===== config.mk =====
export PLATFORM = sky130hd
export DESIGN_NAME = stp_ctrl
export DESIGN_NICKNAME = d
export VERILOG_FILES = /design/src/stick_to_pointer_motion_top_macros.svh /design/src/stp_pkg.sv /design/src/stp_ctrl.sv
export SDC_FILE = /design/constraint.sdc
export NUM_CORES = 1
export LEC_CHECK = 0
export BUFFER_PORTS_ARGS = -buffer_cell sky130_fd_sc_hd__buf_2
export CAP_MARGIN = 10
export CORE_AREA = 2 2 39 41
export CTS_CLUSTER_DIAMETER = 150
export DETAILED_ROUTE_END_ITERATION = 8
export DIE_AREA = 0 0 41 43
export PLACE_DENSITY = 0.51
export SYNTH_ARGS = -nofsm -noshare
export SYNTH_HDL_FRONTEND = slang
export SYNTH_SLANG_ARGS = --single-unit

===== constraint.sdc =====
create_clock -name clk -period 3.2 [get_ports clk]
set_input_delay 0.48 -clock clk [delete_from_list [all_inputs] [get_ports clk]]
set_output_delay 0.48 -clock clk [all_outputs]
set_load 0.02 [all_outputs]

===== src/stick_to_pointer_motion_top_macros.svh =====
// Assertion macros shared by the stick to pointer motion block.
`ifndef STICK_TO_POINTER_MOTION_TOP_MACROS_SVH
`define STICK_TO_POINTER_MOTION_TOP_MACROS_SVH

// Same-cycle implication, sampled on clk, off while reset is low.
`define STP_ASSERT_NOW(label, ante, cons) \
    label: assert property (@(posedge clk) disable iff (!rst_n) (ante) |-> (cons)) \
        else $error("stp assertion failed");

// Next-cycle implication, sampled on clk, off while reset is low.
`define STP_ASSERT_NEXT(label, ante, cons) \
    label: assert property (@(posedge clk) disable iff (!rst_n) (ante) |=> (cons)) \
        else $error("stp assertion failed");

`endif


===== src/stp_pkg.sv =====
// Shared types, constants and helpers of the stick to pointer motion block.
package stp_pkg;

    localparam int FRAC_BITS_DEF = 16;

    // fixed operand widths of the datapath
    localparam int MG_W  = 31;   // |axis| * gain
    localparam int SA_W  = 63;   // scroll numerator
    localparam int DEN_W = 35;   // divisor width

    localparam logic [19:0] US_PER_S  = 20'd1000000;
    localparam logic [14:0] AXIS_FULL = 15'd32767;

    // configuration register indexes
    localparam logic [1:0] CFG_DEAD_ZONE    = 2'd0;
    localparam logic [1:0] CFG_POINTER_GAIN = 2'd1;
    localparam logic [1:0] CFG_SMOOTHING    = 2'd2;
    localparam logic [1:0] CFG_SCROLL_GAIN  = 2'd3;

    localparam logic [14:0] DEAD_ZONE_RST = 15'd8000;
    localparam logic [15:0] PTR_GAIN_RST  = 16'd1000;
    localparam logic [15:0] SMOOTH_RST    = 16'd6554;
    localparam logic [15:0] SCR_GAIN_RST  = 16'd2500;

    // datapath operations
    localparam logic [3:0] OP_NONE  = 4'd0;
    localparam logic [3:0] OP_LOAD  = 4'd1;
    localparam logic [3:0] OP_PREP  = 4'd2;
    localparam logic [3:0] OP_PREP2 = 4'd3;
    localparam logic [3:0] OP_DIVX  = 4'd4;
    localparam logic [3:0] OP_SMX1  = 4'd5;
    localparam logic [3:0] OP_SMX2  = 4'd6;
    localparam logic [3:0] OP_DIVY  = 4'd7;
    localparam logic [3:0] OP_SMY1  = 4'd8;
    localparam logic [3:0] OP_SMY2  = 4'd9;
    localparam logic [3:0] OP_STEP  = 4'd10;
    localparam logic [3:0] OP_DIVS  = 4'd11;
    localparam logic [3:0] OP_SCR   = 4'd12;

    typedef struct packed {
        logic signed [15:0] stick_x;
        logic signed [15:0] stick_y;
        logic               scroll_hold;
        logic               cursor_shown;
        logic [19:0]        elapsed_us;
    } in_t;

    typedef struct packed {
        logic signed [15:0] move_dx;
        logic signed [15:0] move_dy;
        logic               move_valid;
        logic signed [15:0] scroll_amount;
        logic               scroll_valid;
    } out_t;

    typedef struct packed {
        logic [3:0] op;
        logic       out_load;
    } cmd_t;

    typedef struct packed {
        logic div_busy;
    } sts_t;

    function automatic logic [16:0] mag16(logic signed [15:0] v);
        logic signed [16:0] e;
        e = 17'(v);
        return v[15] ? 17'(-e) : 17'(e);
    endfunction

    function automatic logic signed [15:0] sat16(logic signed [19:0] v);
        logic signed [15:0] r;
        if (v > 20'sd32767)
            r = 16'sh7FFF;
        else if (v < -20'sd32768)
            r = 16'sh8000;
        else
            r = v[15:0];
        return r;
    endfunction

endpackage


===== src/stp_ctrl.sv =====
// Controller: sequences one poll through the datapath and owns both handshakes.
module stp_ctrl import stp_pkg::*; (
    input  logic clk,
    input  logic rst_n,
    input  logic in_valid,
    output logic in_stall,
    output logic out_valid,
    input  logic out_stall,
    input  sts_t sts,
    output cmd_t cmd
);

    localparam logic [3:0] S_IDLE  = 4'd0;
    localparam logic [3:0] S_PREP  = 4'd1;
    localparam logic [3:0] S_PREP2 = 4'd2;
    localparam logic [3:0] S_DXS   = 4'd3;
    localparam logic [3:0] S_DXW   = 4'd4;
    localparam logic [3:0] S_SX1   = 4'd5;
    localparam logic [3:0] S_SX2   = 4'd6;
    localparam logic [3:0] S_DYS   = 4'd7;
    localparam logic [3:0] S_DYW   = 4'd8;
    localparam logic [3:0] S_SY1   = 4'd9;
    localparam logic [3:0] S_SY2   = 4'd10;
    localparam logic [3:0] S_STEP  = 4'd11;
    localparam logic [3:0] S_DSS   = 4'd12;
    localparam logic [3:0] S_DSW   = 4'd13;
    localparam logic [3:0] S_SCR   = 4'd14;
    localparam logic [3:0] S_OUT   = 4'd15;

    logic [3:0] state_reg, state_next;
    logic       out_valid_reg, out_valid_next;
    logic       out_free;

    always_comb
    begin
        out_free       = !out_valid_reg || !out_stall;
        state_next     = state_reg;
        cmd.op         = OP_NONE;
        cmd.out_load   = 1'b0;
        out_valid_next = out_valid_reg && out_stall;
        case (state_reg)
            S_IDLE:
            begin
                if (in_valid)
                begin
                    cmd.op     = OP_LOAD;
                    state_next = S_PREP;
                end
            end
            S_PREP:  begin cmd.op = OP_PREP;  state_next = S_PREP2; end
            S_PREP2: begin cmd.op = OP_PREP2; state_next = S_DXS;   end
            S_DXS:   begin cmd.op = OP_DIVX;  state_next = S_DXW;   end
            S_DXW:
            begin
                if (!sts.div_busy)
                    state_next = S_SX1;
            end
            S_SX1:   begin cmd.op = OP_SMX1;  state_next = S_SX2;   end
            S_SX2:   begin cmd.op = OP_SMX2;  state_next = S_DYS;   end
            S_DYS:   begin cmd.op = OP_DIVY;  state_next = S_DYW;   end
            S_DYW:
            begin
                if (!sts.div_busy)
                    state_next = S_SY1;
            end
            S_SY1:   begin cmd.op = OP_SMY1;  state_next = S_SY2;   end
            S_SY2:   begin cmd.op = OP_SMY2;  state_next = S_STEP;  end
            S_STEP:  begin cmd.op = OP_STEP;  state_next = S_DSS;   end
            S_DSS:   begin cmd.op = OP_DIVS;  state_next = S_DSW;   end
            S_DSW:
            begin
                if (!sts.div_busy)
                    state_next = S_SCR;
            end
            S_SCR:   begin cmd.op = OP_SCR;   state_next = S_OUT;   end
            S_OUT:
            begin
                // hold the result until the output register frees up
                if (out_free)
                begin
                    cmd.out_load   = 1'b1;
                    out_valid_next = 1'b1;
                    state_next     = S_IDLE;
                end
            end
            default:
            begin
                state_next = S_IDLE;
            end
        endcase
    end

    always_ff @(posedge clk or negedge rst_n)
    begin
        if (!rst_n)
        begin
            state_reg     <= S_IDLE;
            out_valid_reg <= 1'b0;
        end
        else
        begin
            state_reg     <= state_next;
            out_valid_reg <= out_valid_next;
        end
    end

    assign in_stall  = state_reg != S_IDLE;
    assign out_valid = out_valid_reg;

endmodule

-- Yosys cells after proc, flatten, opt, wreduce, memory -nomap -nowiden
Index checks and enable logic that the tools add are counted.
- add/sub/neg operators: 0
- multiply operators: 0
- divide/modulo/power cells: 0
- $lt $le $gt $ge: 0
- equal/unequal tests: 20
- shifts and indexed selects: 0
- multiplexer cells: 12
- bitwise gates (word level): 0
- reduce and logical (&&, ||, !) cells: 7
- operators with widths (cell ; number):
    4-bit case mux with 16 select lines ; 1
    4-bit case mux with 12 select lines ; 1
    4-bit equality test (second input constant) ; 8
    4-bit two-way mux ; 5
    4-bit by 3-bit equality test with 1-bit output (second input constant) ; 4
    2-bit inequality test (second input constant) ; 5
    4-bit by 2-bit equality test with 1-bit output (second input constant) ; 2
    1-bit two-way mux ; 5
    5-bit AND reduction ; 1
    4-bit by 1-bit equality test with 1-bit output (second input constant) ; 1
    4-bit zero test ; 1
    4-bit nonzero test ; 1
    1-bit zero test ; 2
    1-bit logical AND ; 1
    1-bit logical OR ; 1
- flip-flop bits (word level): 5
- bits in latches: 0
- bits in writable memories: 0
- ROM bits: 0
- input bits: 5
- memories kept: 0

-- Logic depth before layout (Yosys ltp)
Gate-level depths: netlist of the first run.
- depth in word-level cells: 4
- depth in mapped cells: 5

-- Worst setup path before layout of the first run
Ideal clock, no wire load.
- path type: reg-to-output
- from: reg state_reg[1]
- to: out cmd[1] (netlist name)
- arrival time: 1.240 ns
- data required time: 2.720 ns
- path slack: 1.480 ns
- cell stages (with the launch flop): 4
- path buffers: 1
- cell sequence: dfrtp_1 > buf_2 > mux2_2 > o22ai_1
- RTL lines (what ; RTL line ; text):
    start: declaration ; stp_ctrl.sv:30 ; logic [3:0] state_reg, state_next;
    start signal: assignment ; stp_ctrl.sv:102 ; state_reg <= state_next;
    end: declaration ; stp_ctrl.sv:10 ; output cmd_t cmd

==> results of run 1 <==
[through the flow]
stage	instances	hold slack [ns]
after floorplan	47	0.1844
after global placement	70	0.2987
after detailed placement	70	0.2992
after CTS	74	0.03139
after global routing	74	0.04265
final	74	0.02782
[power by group]
group / leakage (nW) / switching, mW / total (mW) / internal (mW)
registers: 0.0603 / 0.0993 / 0.195 / 0.0961
clock network: 0.0150 / 0.0293 / 0.0766 / 0.0473
logic: 0.141 / 0.169 / 0.314 / 0.146
[cells in the final DEF, fill, tap and decap left out]
master | Yosys | layout
a21boi_0 | 1 | 1
o21ai_0 | 4 | 4
clkbuf_1 | 0 | 1
nor3_1 | 1 | 1
o22ai_1 | 1 | 1
nor2_1 | 5 | 5
mux2_2 | 1 | 1
clkbuf_4 | 0 | 3
xnor2_1 | 3 | 3
mux2i_1 | 2 | 2
dfrtp_1 | 5 | 5
a211o_1 | 1 | 1
nand2_1 | 8 | 8
a21oi_1 | 1 | 1
nand4_1 | 2 | 2
inv_1 | 1 | 1
buf_2 | 2 | 11
o221ai_2 | 1 | 1
nand3_1 | 1 | 1
xor2_1 | 2 | 2
nand2b_1 | 1 | 1
a31oi_1 | 1 | 1
or2_1 | 1 | 1
[cell families after synthesis]
family,count (synthesis),synth area share
AOI/OAI and AO/OA,10,0.1786
xor gates and xnor gates,5,0.1137
buffers and inverters,5,0.08441
DFF,5,0.3247
muxes,3,0.08117
and+or+nand+nor,19,0.2175
[worst reg2reg max path: stages (launching register included)]
cell and delay [ns]:
dfrtp_1 0.62, nand4_1 0.21, or2_1 0.33, nand4_1 0.13, xnor2_1 0.12
[metal layers]
layer  global-route usage  vias up  wire, microns
li1                     -      185              -
met1               0.1016      170            306
met2               0.1625        7            439
met3              0.03141        3             21
met4               0.1200        0             25
met5                    0        -              0
[worst max path at each step]
stage | endpoint | cells after the start
4_1_cts | cmd[1] | 4
6_report | cmd[1] | 4
5_1_grt | cmd[1] | 4
3_3_place_gp | cmd[1] | 4
3_5_place_dp | cmd[1] | 4
2_1_floorplan | cmd[1] | 3
[final cells by class]
class | count | area, sq um | area share
Sequential cell | 5 | 125.1 | 0.2732
Multi-Input combinational cell | 37 | 227.7 | 0.4973
Tap cell | 16 | 20.02 | 0.04372
Inverter | 1 | 3.754 | 0.008197
Clock buffer | 4 | 26.28 | 0.05738
Timing Repair Buffer | 11 | 55.05 | 0.1202
==> results by group, run 1 <==
Synth
  – Largest cells by area after synthesis: dfrtp_1 (32%), nand2_1 (7.8%), xnor2_1 (6.8%)
  – Synth Net Count: between 50 and 60
  – Distinct cells, synth: 23
  – Top post-synthesis cells by count: nand2_1 (8), dfrtp_1 (5), nor2_1 (5)
  – Area leader, netlist: dfrtp_1
  – Post-synth EDFFs: 0
  – Synth Flop Type: dfrtp_1
  – Count leader, synth: nand2_1
  – Cell Area, Synth: 385.4 sq um
  – Yosys warns: 0
  – Share of the synthesized area in the top cell type: 0.3247
  – Seq/Total Area, Yosys: 0.3247
  – Syn Inst Count: 47
  – Mapped Avg Cell Area: 8.199 sq um
  – #FFs+latches synth: 5
  – Post-synth ARST share: 1.000

Timing
  – Setup violations, final: 0
  – Relative slew slack: 0.6952
  – Max Slew Vio Count: 0
  – Worst setup margin: 1.114 ns
  – Fmax achieved: between 400 and 500 MHz
  – Skew final: 0.005007 ns
  – Part of the cycle the worst path needs: 0.6518
  – Slew @ Worst Pin: 0.4572 ns
  – Final Hold Fails: 0
  – Minimum clock period: 2.086 ns
  – Setup TNS: 0 ns
  – RSZ-0062 raised after global routing: no

CTS
  – Setup Fix Bufs, Post-CTS: 0
  – CTS H-tree depth: 1
  – TritonCTS Buffers: 3
  – Hold_buf cts: 0
  – Clock latency on the worst-skew pair: 0.25 ns
  – CTS tree: yes
  – Post-CTS sizing: 0
  – Root Buffer: clkbuf_4
  – Num Clock Sinks: 5
  – CTS clk-pin slew, worst paths: 0.05 ns
  – Largest buffer count on any clock path: 2

Cells and area
  – Nets: 64
  – Final instance area: 457.9 sq um
  – Diode count: 0
  – Area delta synth->final: 18.83%
  – # fillers: 156
  – Share of layout cells above drive strength 1: 0.2759
  – Core Util, Final: 0.3309
  – Max reg flops: 4

Setup path
  – Crit-path cells: nand2_1 -> mux2_2 -> o22ai_1 -> buf_2
  – Crit path largest cell delay: 0.59 ns
  – Worst path buffer plus inverter count: 1
  – Critical Path AT: ~1.6 ns
  – Worst path required time: 2.72 ns
  – CP Launch Type: flop
  – Critical Path Start: state_reg[2]$_DFFE_PN0P_
  – Worst reg2reg path depth: 4
  – Reg2reg setup slack: 1.71 ns
  – Critical Path End Type: primary output
  – Worst Path Class, Setup: reg2out
  – CP max-delay cell: dfrtp_1
  – Crit path max fanout: 13
  – Launching point of the worst reg2reg path: state_reg[0]$_DFFE_PN0P_
  – Crit path max-delay family: flip-flops
  – R2r endpoint: state_reg[3]$_DFFE_PN0P_

Route
  – # DRC: 0
  – WL final: between 700 and 800 microns
  – Post-route antenna net violation count: 0
  – Avg Vias per Cell: 4.932
  – Starting DRC count in detailed routing: 4
  – Via Count: 365
  – Wire length per cell: approximately 11 microns
  – DRT Pass-1 Iters: 3

Placement
  – Placed cell area: between 400 and 500 sq um
  – GPL Wtd Cong: roughly 0.71
  – Hpwl dp: approximately 530 microns
  – Port bufs: 11
  – Pre-CTS setup slack: 1.392 ns

Floorplan
  – Ports: 12
  – Die area: 1763 sq um
  – Die X: 41 microns
  – Initial core utilization: 0.2785
  – Die height: approximately 43 microns
  – Placement row count: 14
  – Core area: 1384 sq um

GRT
  – Vias in the first global route: a little over 300
  – Largest net degree at the start of global routing: 16
  – Grt ovf: 0
  – Initial antenna violation count: 0
  – Total track usage: 0.1081
  – First-pass GRT wire length: roughly 1200 microns

Pwr
  – Total power: 586.1 uW
  – VDD IR-drop max: 0.3224 mV
  – Cell area power density: 1280 nW/um^2
  – Lkg Pwr: about 0.22 nW

Min path
  – Hold Path Class: in2async

Status
  – Status: finished, final reports clean

Flow run
  – Max_cap viols: 0
Power figures use the tool's default switching activity.
==> run 2, diff against run 1 <==
--- a/config.mk
+++ b/config.mk
@@ -11,7 +11,7 @@
 export CTS_CLUSTER_DIAMETER = 150
 export DETAILED_ROUTE_END_ITERATION = 8
 export DIE_AREA = 0 0 41 43
-export PLACE_DENSITY = 0.51
+export PLACE_DENSITY = 0.53
 export SYNTH_ARGS = -nofsm -noshare
 export SYNTH_HDL_FRONTEND = slang
 export SYNTH_SLANG_ARGS = --single-unit
==> constraint.sdc (replaced) <==
create_clock -name clk -period 1.7 [get_ports clk]
set_input_delay 0.255 -clock clk [delete_from_list [all_inputs] [get_ports clk]]
set_output_delay 0.255 -clock clk [all_outputs]
set_load 0.02 [all_outputs]
==> run 2 against run 1 <==
Setup slack worse by 1.0 ns. Cell count increased by 8.1%. Core utilization up 4.4 points. Count of clock-buffer cells in the layout unchanged. Design area rose by 13%. Critical endpoint unchanged.
==> results by group, run 2 (synthesis gave the netlist of run 1 again) <==
Setup path
  – Worst path required time: 1.44 ns (-1.28 ns)
  – Critical Path End Type: primary output
  – Worst Path Class, Setup: reg2out
  – Critical Path AT: 1.34 ns (-0.27 ns)
  – Crit path largest cell delay: 0.42 ns (-0.17 ns)
  – CP max-delay cell: dfrtp_2
  – Worst reg2reg path depth: 5 (+1)
  – Crit path max fanout: 8 (-5)
  – CP Launch Type: flop
  – Crit-path cells: nand2_1 -> mux2_2 -> o22ai_1 -> buf_2

Pwr
  – Lkg Pwr: 0.2428 nW (+12%)
  – Clock network power share: 0.110 (-0.021)
  – Switching share of total power: 0.4747 (-0.03216)
  – VDD IR-drop max: 0.5574 mV (+73%)
  – Cell area power density: 2358 nW/um^2 (+84%)
  – Net load switching power: 581.2 uW (+96%)
  – Gate power share: 0.638 (+0.102)
  – Seq pwr share: 0.252 (-0.081)
  – Internal power: 643.1 uW (+120%)

Flow run
  – Max_cap viols: 0 (unchanged)

GRT
  – M2 GR Usage: 0.1688 (+0.006250)
  – GR peak layer: met2
  – Grt met1 use: 0.1320 (+0.03037)
  – Largest net degree at the start of global routing: 11 (-5)
  – Grt ovf: 0 (unchanged)
  – Met3 GRT Util: 0.01571 (-0.01571)
  – Vias in the first global route: 341 (+11%)
  – Total track usage: 0.1134 (+0.005280)
  – First-pass GRT wire length: 1352 microns (+13%)
  – Initial antenna violation count: 0 (unchanged)

Timing
  – Part of the cycle the worst path needs: 0.9407
  – RSZ-0062 raised after global routing: no
  – Setup violations, final: 0 (unchanged)
  – Max Slew Vio Count: 0 (unchanged)
  – Setup TNS: 0 ns (unchanged)
  – Worst setup margin: 0.1009 ns (-1.013 ns)
  – Final Hold Fails: 0 (unchanged)
  – Relative slew slack: 0.8775 (+0.1823)
  – Skew final: 0.003515 ns (-0.001491 ns)
  – Slew @ Worst Pin: 0.1838 ns (-0.2734 ns)
  – Minimum clock period: 1.599 ns
  – Fmax achieved: ~630 MHz

Route
  – WL final: 768 microns (-3.0%)
  – # DRC: 0 (unchanged)
  – Starting DRC count in detailed routing: 1 (-3)
  – Avg Vias per Cell: 4.600 (-6.7%)
  – Wire length per cell: 9.600 microns (-10%)
  – Via Count: 368 (+0.82%)
  – Post-route antenna net violation count: 0 (unchanged)
  – DRT Pass-1 Iters: 2 (-1)

Placement
  – Dpl cells: 75 (+7.1%)
  – Port bufs: 11 (unchanged)
  – Pre-CTS setup slack: 0.2728 ns (-1.119 ns)
  – GPL Wtd Cong: 0.7363 (+3.1%)
  – Hpwl dp: 599.2 microns (+13%)

Cells and area
  – Share of layout cells above drive strength 1: 0.4219 (+0.1460)
  – Diode count: 0 (unchanged)
  – Commonest non-fill, non-tap cell in the layout: buf_2
  – Commonest cells after routing, fill and taps aside: buf_2 (11), nand2_1 (8), nor2_1 (5), buf_4 (5)
  – Max reg flops: 4 (unchanged)
  – Area delta synth->final: 34.74%
  – Nets: 70 (+9.4%)
  – # fillers: 157 (+0.64%)
  – Core Util, Final: 0.3752 (+0.04430)
  – Finished Layout Cells: 80 (+8.1%)

CTS
  – Root Buffer: clkbuf_4
  – CTS H-tree depth: 1 (unchanged)
  – TritonCTS Buffers: 3 (unchanged)
  – CTS tree: yes
  – CTS clk-pin slew, worst paths: 0.04 ns (about the same)
  – Clock latency on the worst-skew pair: 0.24 ns (about the same)
  – Setup Fix Bufs, Post-CTS: 0 (unchanged)
  – Num Clock Sinks: 5 (unchanged)
  – Largest buffer count on any clock path: 2 (unchanged)

Floorplan
  – Ports: 12 (unchanged)
  – Die area: 1763 sq um (unchanged)
  – Placement row count: 14 (unchanged)
  – Die height: 43 microns (unchanged)
  – Die X: 41 microns (unchanged)
  – Core area: 1384 sq um (unchanged)
  – Initial core utilization: 0.2785 (unchanged)

Status
  – Status: finished, final reports clean

Min path
  – Hold Crit Depth: 3
  – Hold Path Class: in2reg
==> run 2: area by class of cell <==
type | count | area, sq um | share of cell area
multi-input cells | 37 | 236.5 | 0.4554
flip-flops and latches | 5 | 130.1 | 0.2506
repair buffers | 17 | 102.6 | 0.1976
clock buffers | 4 | 26.28 | 0.05060
well taps | 16 | 20.02 | 0.03855
inverters | 1 | 3.754 | 0.007229
==> run 2: worst paths after layout <==
path,from,endpoint,slack [ns]
max,state_reg[3]$_DFFE_PN0P_,cmd[1],0.10
min,out_stall,out_valid$_DFF_PN0_,0.26
max reg2reg,state_reg[2]$_DFFE_PN0P_,state_reg[3]$_DFFE_PN0P_,0.38
min reg2reg,out_valid$_DFF_PN0_,out_valid$_DFF_PN0_,0.50
max in group asynchronous,rst_n,state_reg[1]$_DFFE_PN0P_,1.20
min in group asynchronous,rst_n,state_reg[3]$_DFFE_PN0P_,0.36
==> run 2: repair_timing <==
item,CTS,global route
endpoints found under the hold margin,5,0
endpoints found under the setup margin,0,3
resized for setup,0,7
hold buffers,1,0
==> run 2: power groups by stage <==
stage                     combinational (mW)  clock (mW)  sequential, mW
after global placement                 0.763           0           0.301
after detailed placement               0.764           0           0.298
after global routing                   0.867       0.152           0.329
after floorplan                        0.614           0           0.244
after CTS                              0.770       0.142           0.296
final                                  0.781       0.135           0.308
==> run 2: through the flow <==
stage                     power [mW]  area (sq um)  hold WS, ns
final                          1.224         519.2       0.2551
after global routing           1.348         519.2       0.2809
after CTS                      1.208         505.5       0.2482
after detailed placement       1.062         469.2      0.07222
after global placement         1.064         469.2      0.07586
after floorplan               0.8578         385.4     -0.04059
==> run 2: routing by layer <==
layer / wire [microns] / vias to the layer above
li1: - / 197
met1: 352 / 169
met2: 408 / 2
met3: 7 / 0
met4: 0 / 0
met5: 0 / -
==> run 2: critical path: cells and delay by family (launching register included) <==
family / cells / cell delay (ns)
mux: 1 / 0.27
flops: 1 / 0.42
simple gates: 1 / 0.11
buf+inv: 1 / 0.18
compound gates: 1 / 0.13
